===== src/rtl/spws_pkg.sv =====
`default_nettype none
package spws_pkg;

  localparam int unsigned RingDepthDef  = 1024;
  localparam int unsigned SampleBitsDef = 12;
  localparam int unsigned MinWindowDef  = 10;

  localparam int unsigned CfgIdxW = 2;
  localparam int unsigned CfgDataW = 20;

  typedef enum logic [CfgIdxW-1:0] {
    CFG_SAMPLE_RATE = 2'd0,
    CFG_TICK_US     = 2'd1,
    CFG_VREF        = 2'd2,
    CFG_FULL_SCALE  = 2'd3
  } cfg_idx_e;

  typedef enum logic {
    REQ_SAMPLE  = 1'b0,
    REQ_CAPTURE = 1'b1
  } req_e;

  typedef enum logic [3:0] {
    ST_IDLE,
    ST_CLEAR,
    ST_WIN_MUL,
    ST_WIN_DIV,
    ST_SCAN,
    ST_SCAN_TAIL,
    ST_MUL_DC,
    ST_MUL_VPP,
    ST_DIV_DC,
    ST_DIV_VPP,
    ST_DIV_FREQ,
    ST_SHOW
  } bk_state_e;

  // One queued item handed from the front to the back.
  typedef struct packed {
    logic        is_capture;
    logic [15:0] data;
  } item_t;

  localparam logic [12:0] MvSat = 13'd8191;

endpackage
`default_nettype wire


===== src/rtl/spws_front.sv =====
`default_nettype none
// Accepts transactions into a small queue that the back end drains.
module spws_front #(
  parameter int unsigned QDepth = 4
) (
  input  wire logic                clk_i,
  input  wire logic                rst_ni,
  input  wire logic                in_valid_i,
  output logic                     in_stall_o,
  input  wire spws_pkg::item_t     item_i,
  output logic                     q_valid_o,
  input  wire logic                q_pop_i,
  output spws_pkg::item_t          q_item_o
);
  localparam int unsigned PtrW = $clog2(QDepth);

  spws_pkg::item_t  slot_q [QDepth];
  logic [PtrW-1:0]  rd_q, wr_q;
  logic [PtrW:0]    cnt_q;
  logic             push, pop;

  assign in_stall_o = (cnt_q == (PtrW+1)'(QDepth));
  assign push       = in_valid_i && !in_stall_o;
  assign pop        = q_pop_i && q_valid_o;
  assign q_valid_o  = (cnt_q != '0);
  assign q_item_o   = slot_q[rd_q];

  always_ff @(posedge clk_i or negedge rst_ni) begin
    if (!rst_ni) begin
      rd_q  <= '0;
      wr_q  <= '0;
      cnt_q <= '0;
    end else begin
      if (push) wr_q <= wr_q + 1'b1;
      if (pop) rd_q <= rd_q + 1'b1;
      cnt_q <= cnt_q + (PtrW+1)'(push) - (PtrW+1)'(pop);
    end
  end

  always_ff @(posedge clk_i) begin
    if (push) slot_q[wr_q] <= item_i;
  end
endmodule
`default_nettype wire


===== config.mk =====
export PLATFORM = sky130hd
export DESIGN_NAME = spws_front
export DESIGN_NICKNAME = d
export VERILOG_FILES = /design/src/rtl/spws_pkg.sv /design/src/rtl/spws_front.sv
export SDC_FILE = /design/constraint.sdc
export NUM_CORES = 1
export LEC_CHECK = 0
export ABC_AREA = 0
export BUFFER_PORTS_ARGS = -buffer_cell sky130_fd_sc_hd__buf_2
export CELL_PAD_IN_SITES_DETAIL_PLACEMENT = 2
export CELL_PAD_IN_SITES_GLOBAL_PLACEMENT = 2
export CORE_MARGIN = 5
export CORE_UTILIZATION = 47
export DETAILED_ROUTE_END_ITERATION = 8
export PLACE_DENSITY = 0.9
export SETUP_SLACK_MARGIN = 0.05
export SLEW_MARGIN = 25
export SYNTH_ARGS = -nofsm -noshare
export SYNTH_HDL_FRONTEND = slang
export SYNTH_SLANG_ARGS = --single-unit
export TNS_END_PERCENT = 1

===== constraint.sdc =====
create_clock -name clk_i -period 6.4 [get_ports clk_i]
set_input_delay 1.28 -clock clk_i [delete_from_list [all_inputs] [get_ports clk_i]]
set_output_delay 1.28 -clock clk_i [all_outputs]
set_load 0.05 [all_outputs]

==> results_dict.tcl, run 1 <==
set metrics [dict create \
    cts-hold-fix-buffers 0 \
    ys_seq_elements 75 \
    synth_edf_count 68 \
    async_flop_share_pct 9.333 \
    drt_wl_total_um 6887 \
    worstPathCellList "mux4_1, buf_2" \
    pwr-share-clk_pct 22.0 \
    io_pins 40 \
    design.core.area_um2 6026 \
    yosys.area.top_type_share_pct 69.18 \
    cts_buffer_depth 2 \
    portBuffers 39 \
    place_worst_setup_slack_ps 3095 \
    min_path_type "flop to flop" \
    stdcell_area_um2 3417 \
    power.density_nw_per_um2 537.0 \
    p_int_mw 1.094 \
    synth_nets 158 \
    slew_viol_final 0 \
    area_growth_pct 15.77 \
    place_inst 240 \
    clk_pin_slew_worst_paths_ps 80 \
    cts-resized-gates 0 \
    start_kind "flop" \
    via_per_inst 5.523 \
    min_period_over_period_pct 51.38 \
    slowest_delay_ps 760 \
    synth_cell_types 21 \
    critPathKind "flop to output pin" \
    drt_iter0_drc 97 \
    power.total_mw 1.835 \
    final_util_pct 56.71 \
    cts_setup_buffers 0 \
    crit_buf_inv 1 \
    synth.area.top_cells "edfxtp_1, mux4_1, mux4_2" \
    die-width_um 89.25 \
    firstDrtPassIters 4 \
    cp_slowest_cell "dfrtp_2" \
    seqPwrFrac_pct 42.0 \
    syn_area_um2 2952 \
    drc 0 \
    synth_top_cell_by_area "edfxtp_1" \
    hold_depth 2 \
    grt_pass1_wl_um 10490 \
    p_leak_nw 1.252 \
    die_height_um 89.25 \
    yosys_warnings 0 \
    rsz0062_at_grt "false" \
    diodes 0 \
    tns_ps 0 \
    insertion_delay_ps 350 \
    gp_congestion 0.7191 \
    synth-main-ff-cell "edfxtp_1" \
    crit_arrival_ps 2010 \
    path_max_fanout 19 \
    crit_family "flip-flops" \
    ir_worst_vdd_uv 222.0 \
    fin_cells 256 \
    post-dp-hpwl_um 4561 \
    status "complete, no violations" \
    root_buffer "clkbuf_8" \
    hold_viol 0 \
    finalSetupViolCount 0 \
    grt_pass1_vias 1680 \
    cp-end-kind "output pin" \
    grtUsageTotal_pct 19.55 \
    dr_total_vias 1414 \
    cap_viol_max_count 0 \
    numCtsBuffers 9 \
    dieArea_um2 7965 \
    route.detailed.wl_per_inst_um 26.90 \
    grt_max_degree 20 \
    p_comb_share_pct 36.0 \
    synth.avg_cell_area_um2 22.70 \
    antenna_found_initial 0 \
    drive_gt1_share_pct 35.36 \
    grt.overflow.total 0 \
    core.rowCount 28 \
    cts.htree.levels 3 \
    period_minus_slack_ps 3289 \
    worstPathRequired_ps 5120 \
    cp_num_cells 2 \
    initial_utilization_pct 48.98 \
    holdWs_ps 649.2 \
    ff2ff_path_depth 9 \
    seq_area_frac_synth_pct 75.12 \
    antenna_left 0 \
    synthCells 130 \
    max_slew_margin_pct 39.40 \
    finalWorstSetupSlack_ps 3111 \
    finalNetCount 204 \
    cts_sinks 75 \
    max_freq_mhz 304.1 \
    sw_frac_of_total_pct 40.40 \
    cts_tree "built" \
    power_switching_mw 0.7412 \
    worst_slew_pin_slew_ps 909.1 \
    finalClockSkew_ps 14.58 \
    dpl-instance-area_um2 3199 \
]
[layout by cell type, fill, tap and decap left out, drive strengths merged]
cell type / count
o311ai: 1
xor2: 1
inv: 7
clkinv: 1
buf: 39
nand2b: 3
nand4bb: 2
or3: 1
clkbuf: 10
o211ai: 2
or3b: 1
dfrtp: 7
edfxtp: 68
o31a: 1
and3: 4
ha: 6
mux4: 17
nand2: 2
bufinv: 2
xnor2: 3
fa: 1
clkinvlp: 2
[worst min-delay path: cells and delay by family, from the launching register on]
kind / cells / cell delay [ps]
AO/OA/AOI/OAI: 1 / 80
flip-flops: 1 / 450
AND/OR/NAND/NOR: 1 / 80
[kinds of logic after synthesis]
group | count (synthesis) | synth area share [%]
AO/OA/AOI/OAI | 4 | 1.102
multiplexers | 17 | 14.12
AND/OR/NAND/NOR | 13 | 3.095
buffers and inverters | 10 | 2.162
flip-flops | 75 | 75.12
XOR/XNOR | 4 | 1.187
adder cells (fa/ha/maj) | 7 | 3.222
[synthesized netlist by cell type, types with 2 or more instances]
| cell type | instances |
|---|---|
| mux4_1 | 9 |
| inv_1 | 6 |
| buf_2 | 2 |
| ha_1 | 6 |
| nand2_1 | 2 |
| xnor2_1 | 3 |
| dfrtp_1 | 7 |
| and3_1 | 4 |
| edfxtp_1 | 68 |
| nand4bb_1 | 2 |
| nand2b_1 | 3 |
| o211ai_1 | 2 |
| mux4_2 | 8 |
[worst paths after layout]
check | startpoint | slack (ps) | to
max | rd_q[0]$_DFFE_PN0P_ | 3110 | q_item_o[7]
min | wr_q[0]$_DFFE_PN0P_ | 650 | wr_q[0]$_DFFE_PN0P_
max reg2reg | cnt_q[1]$_DFF_PN0_ | 4080 | cnt_q[2]$_DFF_PN0_
min reg2reg | wr_q[0]$_DFFE_PN0P_ | 650 | wr_q[0]$_DFFE_PN0P_
max in group asynchronous | rst_ni | 5460 | rd_q[0]$_DFFE_PN0P_
min in group asynchronous | rst_ni | 750 | rd_q[1]$_DFFE_PN0P_
[power by group through the flow]
stage / logic [mW] / registers, mW / clock network [mW]
global route: 0.701 / 0.785 / 0.437
detailed placement: 0.669 / 0.779 / 0
floorplan: 0.582 / 0.695 / 0
finish: 0.661 / 0.770 / 0.403
global placement: 0.631 / 0.757 / 0
CTS: 0.676 / 0.772 / 0.415
[routing by layer]
metal,up-vias,global-route usage (%),part of all wire [%]
li1,629,-,-
met1,741,25.49,42
met2,38,32.15,52
met3,6,5.161,4.2
met4,0,6.495,1.0
met5,-,0,0
[sequential cells by signal (all words and copies together), names as in the netlist]
register and count:
cnt_q 3, rd_q 2, slot_q 68, wr_q 2
[final cells by class]
type	count	area, um2
clock buffers	10	127.6
flip-flops and latches	75	2218
repair buffers	39	195.2
well taps	75	93.84
fillers	502	2609
clock inverters	6	88.84
multi-input cells	45	670.6
inverters	6	22.52
(Power assumes the default switching activity.)
==> run 2: changes to the inputs <==
CORE_UTILIZATION = 39   (was 47)
PLACE_DENSITY = 0.81   (was 0.9)
clock period = 2.9 ns   (was 6.4 ns; I/O delays follow)
==> results_dict.tcl, run 2 (same netlist as run 1, synthesis figures left out) <==
set metrics [dict create \
    core.rowCount 31 \
    ff2ff_path_depth 9 \
    fill_cells 700 \
    insertion_delay_ps 350 \
    p_leak_nw 1.274 \
    worstPathRequired_ps 2320 \
    drt_iter0_drc 83 \
    via_per_inst 5.146 \
    design.core.area_um2 7292 \
    status "complete, no violations" \
    crit_arrival_ps 2050 \
    seq_area_um2 2217 \
    io_pins 40 \
    antenna_left 0 \
    drive_gt1_share_pct 37.23 \
    grt_pass1_vias 1755 \
    drt-met1-wl_um 2614 \
    fin_cells 287 \
    cts_setup_buffers 0 \
    clk_pin_slew_worst_paths_ps 80 \
    max_freq_mhz 380.1 \
    cap_viol_max_count 0 \
    rsz0062_at_grt "false" \
    layout_common_cells "edfxtp_1, buf_2, mux4_1, clkbuf_8, mux4_2" \
    drc 0 \
    area_growth_pct 17.76 \
    layout.cells.most_common "edfxtp_1" \
    worst_slew_pin_slew_ps 486.8 \
    startpoint "rd_q[0]$_DFFE_PN0P_" \
    place_inst 271 \
    grtUsageTotal_pct 15.23 \
    reg2reg_setup_slack_ps 560 \
    regMostFlops "slot_q" \
    path_max_fanout 9 \
    grt_pass1_wl_um 10480 \
    grt_max_degree 18 \
    finalSetupViolCount 0 \
    gp_congestion 0.7626 \
    min_period_over_period_pct 90.72 \
    post-dp-hpwl_um 4769 \
    firstDrtPassIters 4 \
    dr_wl_met3_um 302 \
    start_kind "flop" \
    cts_buffer_depth 2 \
    cts.htree.levels 3 \
    largest_register_ffs 68 \
    cts-hold-fix-buffers 0 \
    route.detailed.wl_per_inst_um 23.24 \
    largest_registers "slot_q: 68 flops, cnt_q: 3 flops" \
    power.density_nw_per_um2 1147 \
    grt.overflow.total 0 \
    dr_total_vias 1477 \
    multiInputGateArea_um2 670.6 \
    numCtsBuffers 9 \
    slew_viol_final 0 \
    cts_tree "built" \
    cp-end-kind "output pin" \
    dieArea_um2 9408 \
    r2r-start "cnt_q[1]$_DFF_PN0_" \
    regToRegEndpoint "cnt_q[2]$_DFF_PN0_" \
    top_layer "met4" \
    ir_worst_vdd_uv 447.0 \
    root_buffer "clkbuf_8" \
    initial_utilization_pct 40.48 \
    portBuffers 39 \
    period_minus_slack_ps 2631 \
    cts_sinks 75 \
    die-width_um 97.00 \
    hold_viol 0 \
    max_slew_margin_pct 67.54 \
    diodes 0 \
    die_height_um 97.00 \
    cts-resized-gates 0 \
    finalNetCount 211 \
    min_path_type "primary input to asynchronous set/reset pin" \
    critPathKind "flop to output pin" \
    antenna_found_initial 0 \
    wl_met2_um 3703 \
    tns_ps 0 \
    drt_wl_total_um 6671 \
    finalClockSkew_ps 6.502 \
]
## run 2: cell types whose count changed in the layout (fill, tap and decap cells not counted), sizes merged
cell      delta
buf          +7
inv          -1
clkinv       +1
bufinv       -1
clkinvlp     +1
## run 2: cell type report
type | instances | area share (%)
clock buffers | 10 | 3.672
clock inverters | 6 | 1.908
inverters | 6 | 0.6479
multi-input cells | 45 | 19.29
flip-flops and latches | 75 | 63.79
well taps | 99 | 3.564
repair buffers | 46 | 7.127
## run 2: through the flow
step / worst slack, ps / hold slack, ps / instance area, um2 / util [%] / power, mW
floorplan: 780.4 / 284.4 / 2952 / - / 2.817
global placement: 696.5 / 419.6 / 3282 / 45.01 / 3.130
detailed placement: 551.7 / 434.6 / 3282 / 45.01 / 3.268
CTS: 218.5 / 51.98 / 3476 / 47.67 / 4.050
global route: 163.9 / 38.63 / 3476 / 47.67 / 4.193
finish: 269.2 / 63.78 / 3476 / 47.67 / 3.988
## run 2: where the power goes
part | internal, mW | switching [mW]
Combinational | 0.524 | 1.07
Clock | 0.397 | 0.383
Sequential | 1.44 | 0.173
## run 2: worst max-delay path by stage
| stage | endpoint | slack, ps | depth (start not counted) |
|---|---|---|---|
| after detailed placement | cnt_q[2]$_DFF_PN0_ | 550 | 9 |
| after floorplan | cnt_q[2]$_DFF_PN0_ | 780 | 9 |
| final | q_item_o[9] | 270 | 3 |
| after global routing | q_item_o[8] | 160 | 3 |
| after CTS | q_item_o[8] | 220 | 3 |
| after global placement | cnt_q[2]$_DFF_PN0_ | 700 | 9 |
## run 2: metal layers
layer	global-route usage (%)	vias up
li1	-	641
met1	17.30	794
met2	26.96	37
met3	5.468	5
met4	4.320	0
met5	0	-
## run 2: worst max-delay path: stages (launching register included)
cell     delay [ps]
dfrtp_1         650
buf_4           250
mux4_2          560
buf_2           240
==> run 3: changes to the inputs <==
CORE_ASPECT_RATIO = 1.25   (was unset)
==> results_dict.tcl, run 3 (same netlist as run 1, synthesis figures left out) <==
set metrics [dict create \
    post-dp-hpwl_um 4538 \
    diodes 0 \
    final_util_pct 46.54 \
    worstPathRequired_ps 2320 \
    clk_pin_slew_worst_paths_ps 80 \
    die_height_um 107.3 \
    finalClockSkew_ps 4.754 \
    grt_max_degree 19 \
    worst_slew_pin_slew_ps 950.7 \
    grt.overflow.total 0 \
    cts-hold-fix-buffers 0 \
    min_period_over_period_pct 88.33 \
    cts.htree.levels 3 \
    layout.cells.most_common "edfxtp_1" \
    startpoint "rd_q[0]$_DFFE_PN0P_" \
    antenna_left 0 \
    dr_total_vias 1410 \
    grtUsageTotal_pct 15.42 \
    dieArea_um2 9419 \
    critPathKind "flop to output pin" \
    largest_register_ffs 68 \
    antenna_found_initial 0 \
    ir_worst_vdd_uv 561.0 \
    cts_buffer_depth 2 \
    initial_utilization_pct 39.88 \
    via_per_inst 5.146 \
    io_pins 40 \
    p_leak_nw 1.258 \
    cts_tree "built" \
    gp_congestion 0.6653 \
    crit_arrival_ps 1980 \
    drt_wl_total_um 6586 \
    insertion_delay_ps 330 \
    firstDrtPassIters 4 \
    period_minus_slack_ps 2562 \
    max_freq_mhz 390.4 \
    status "complete, no violations" \
    root_buffer "clkbuf_8" \
    grt_pass1_vias 1685 \
    grt_pass1_wl_um 10050 \
    drt_iter0_drc 97 \
    start_kind "flop" \
    largest_registers "slot_q: 68 flops, cnt_q: 3 flops" \
    min_path_type "primary input to asynchronous set/reset pin" \
    path_max_fanout 16 \
    core.rowCount 35 \
    cts_sinks 75 \
    drive_gt1_share_pct 35.16 \
    route.detailed.wl_per_inst_um 24.04 \
    tns_ps 0 \
    r2r-start "cnt_q[1]$_DFF_PN0_" \
    finalSetupViolCount 0 \
    portBuffers 39 \
    cap_viol_max_count 0 \
    regMostFlops "slot_q" \
    layout_common_cells "edfxtp_1, buf_2, mux4_1, clkbuf_8, mux4_2" \
    cts-resized-gates 0 \
    finalNetCount 205 \
    design.core.area_um2 7401 \
    power.density_nw_per_um2 1165 \
    fill_cells 649 \
    area_growth_pct 16.70 \
    cp-end-kind "output pin" \
    numCtsBuffers 9 \
    cts_setup_buffers 0 \
    drc 0 \
    slew_viol_final 0 \
    die-width_um 87.81 \
    rsz0062_at_grt "false" \
    hold_viol 0 \
    max_slew_margin_pct 36.62 \
]
run 3: routing by layer:
layer	vias to the layer above	global-route usage [%]	wire length, um
met2	42	26.89	3620
met1	727	18.43	2569
met3	11	2.374	265
met5	-	0	0
li1	630	-	-
met4	0	7.127	131
run 3: layout make-up:
| cell class | count | area (um2) | area share [%] |
|---|---|---|---|
| Clock buffer | 10 | 127.6 | 3.705 |
| Clock inverter | 6 | 88.84 | 2.579 |
| Inverter | 6 | 22.52 | 0.6538 |
| Multi-Input combinational cell | 45 | 670.6 | 19.47 |
| Sequential cell | 75 | 2217 | 64.37 |
| Tap cell | 92 | 115.1 | 3.342 |
| Timing Repair Buffer | 40 | 202.7 | 5.884 |
run 3: path summary, 6_finish.rpt:
check / endpoint / slack (ps) / depth (start not counted)
setup / recovery: q_item_o[6] / 340 / 3
hold / removal: wr_q[0]$_DFFE_PN0P_ / 70 / 1
setup reg to reg: cnt_q[2]$_DFF_PN0_ / 620 / 9
hold reg to reg: rd_q[0]$_DFFE_PN0P_ / 570 / 1
max in group asynchronous: rd_q[0]$_DFFE_PN0P_ / 2670 / 1
min in group clk_i: slot_q[2][0]$_DFFE_PP_ / 460 / 1
run 3: metrics by stage:
step                      hold slack (ps)  setup slack [ps]  area, um2  power (mW)  std cells
after global placement              418.4             715.4       3228       3.106        258
final                               66.49             338.4       3445       4.012        274
after detailed placement            430.3             593.7       3228       3.216        258
after CTS                           53.24             276.3       3445       4.097        274
after floorplan                     284.4             780.4       2952       2.817        130
after global routing                59.46             226.8       3445       4.223        274
run 3: power breakdown:
group,leakage [nW],switching [mW],internal (mW)
logic,0.450,1.03,0.488
registers,0.705,0.182,1.45
clock network,0.103,0.380,0.486
run 3: worst max-delay path, stage by stage, from the launching register on:
cell and delay, ps:
dfrtp_1 440, buf_4 340, mux4_1 630, buf_2 240
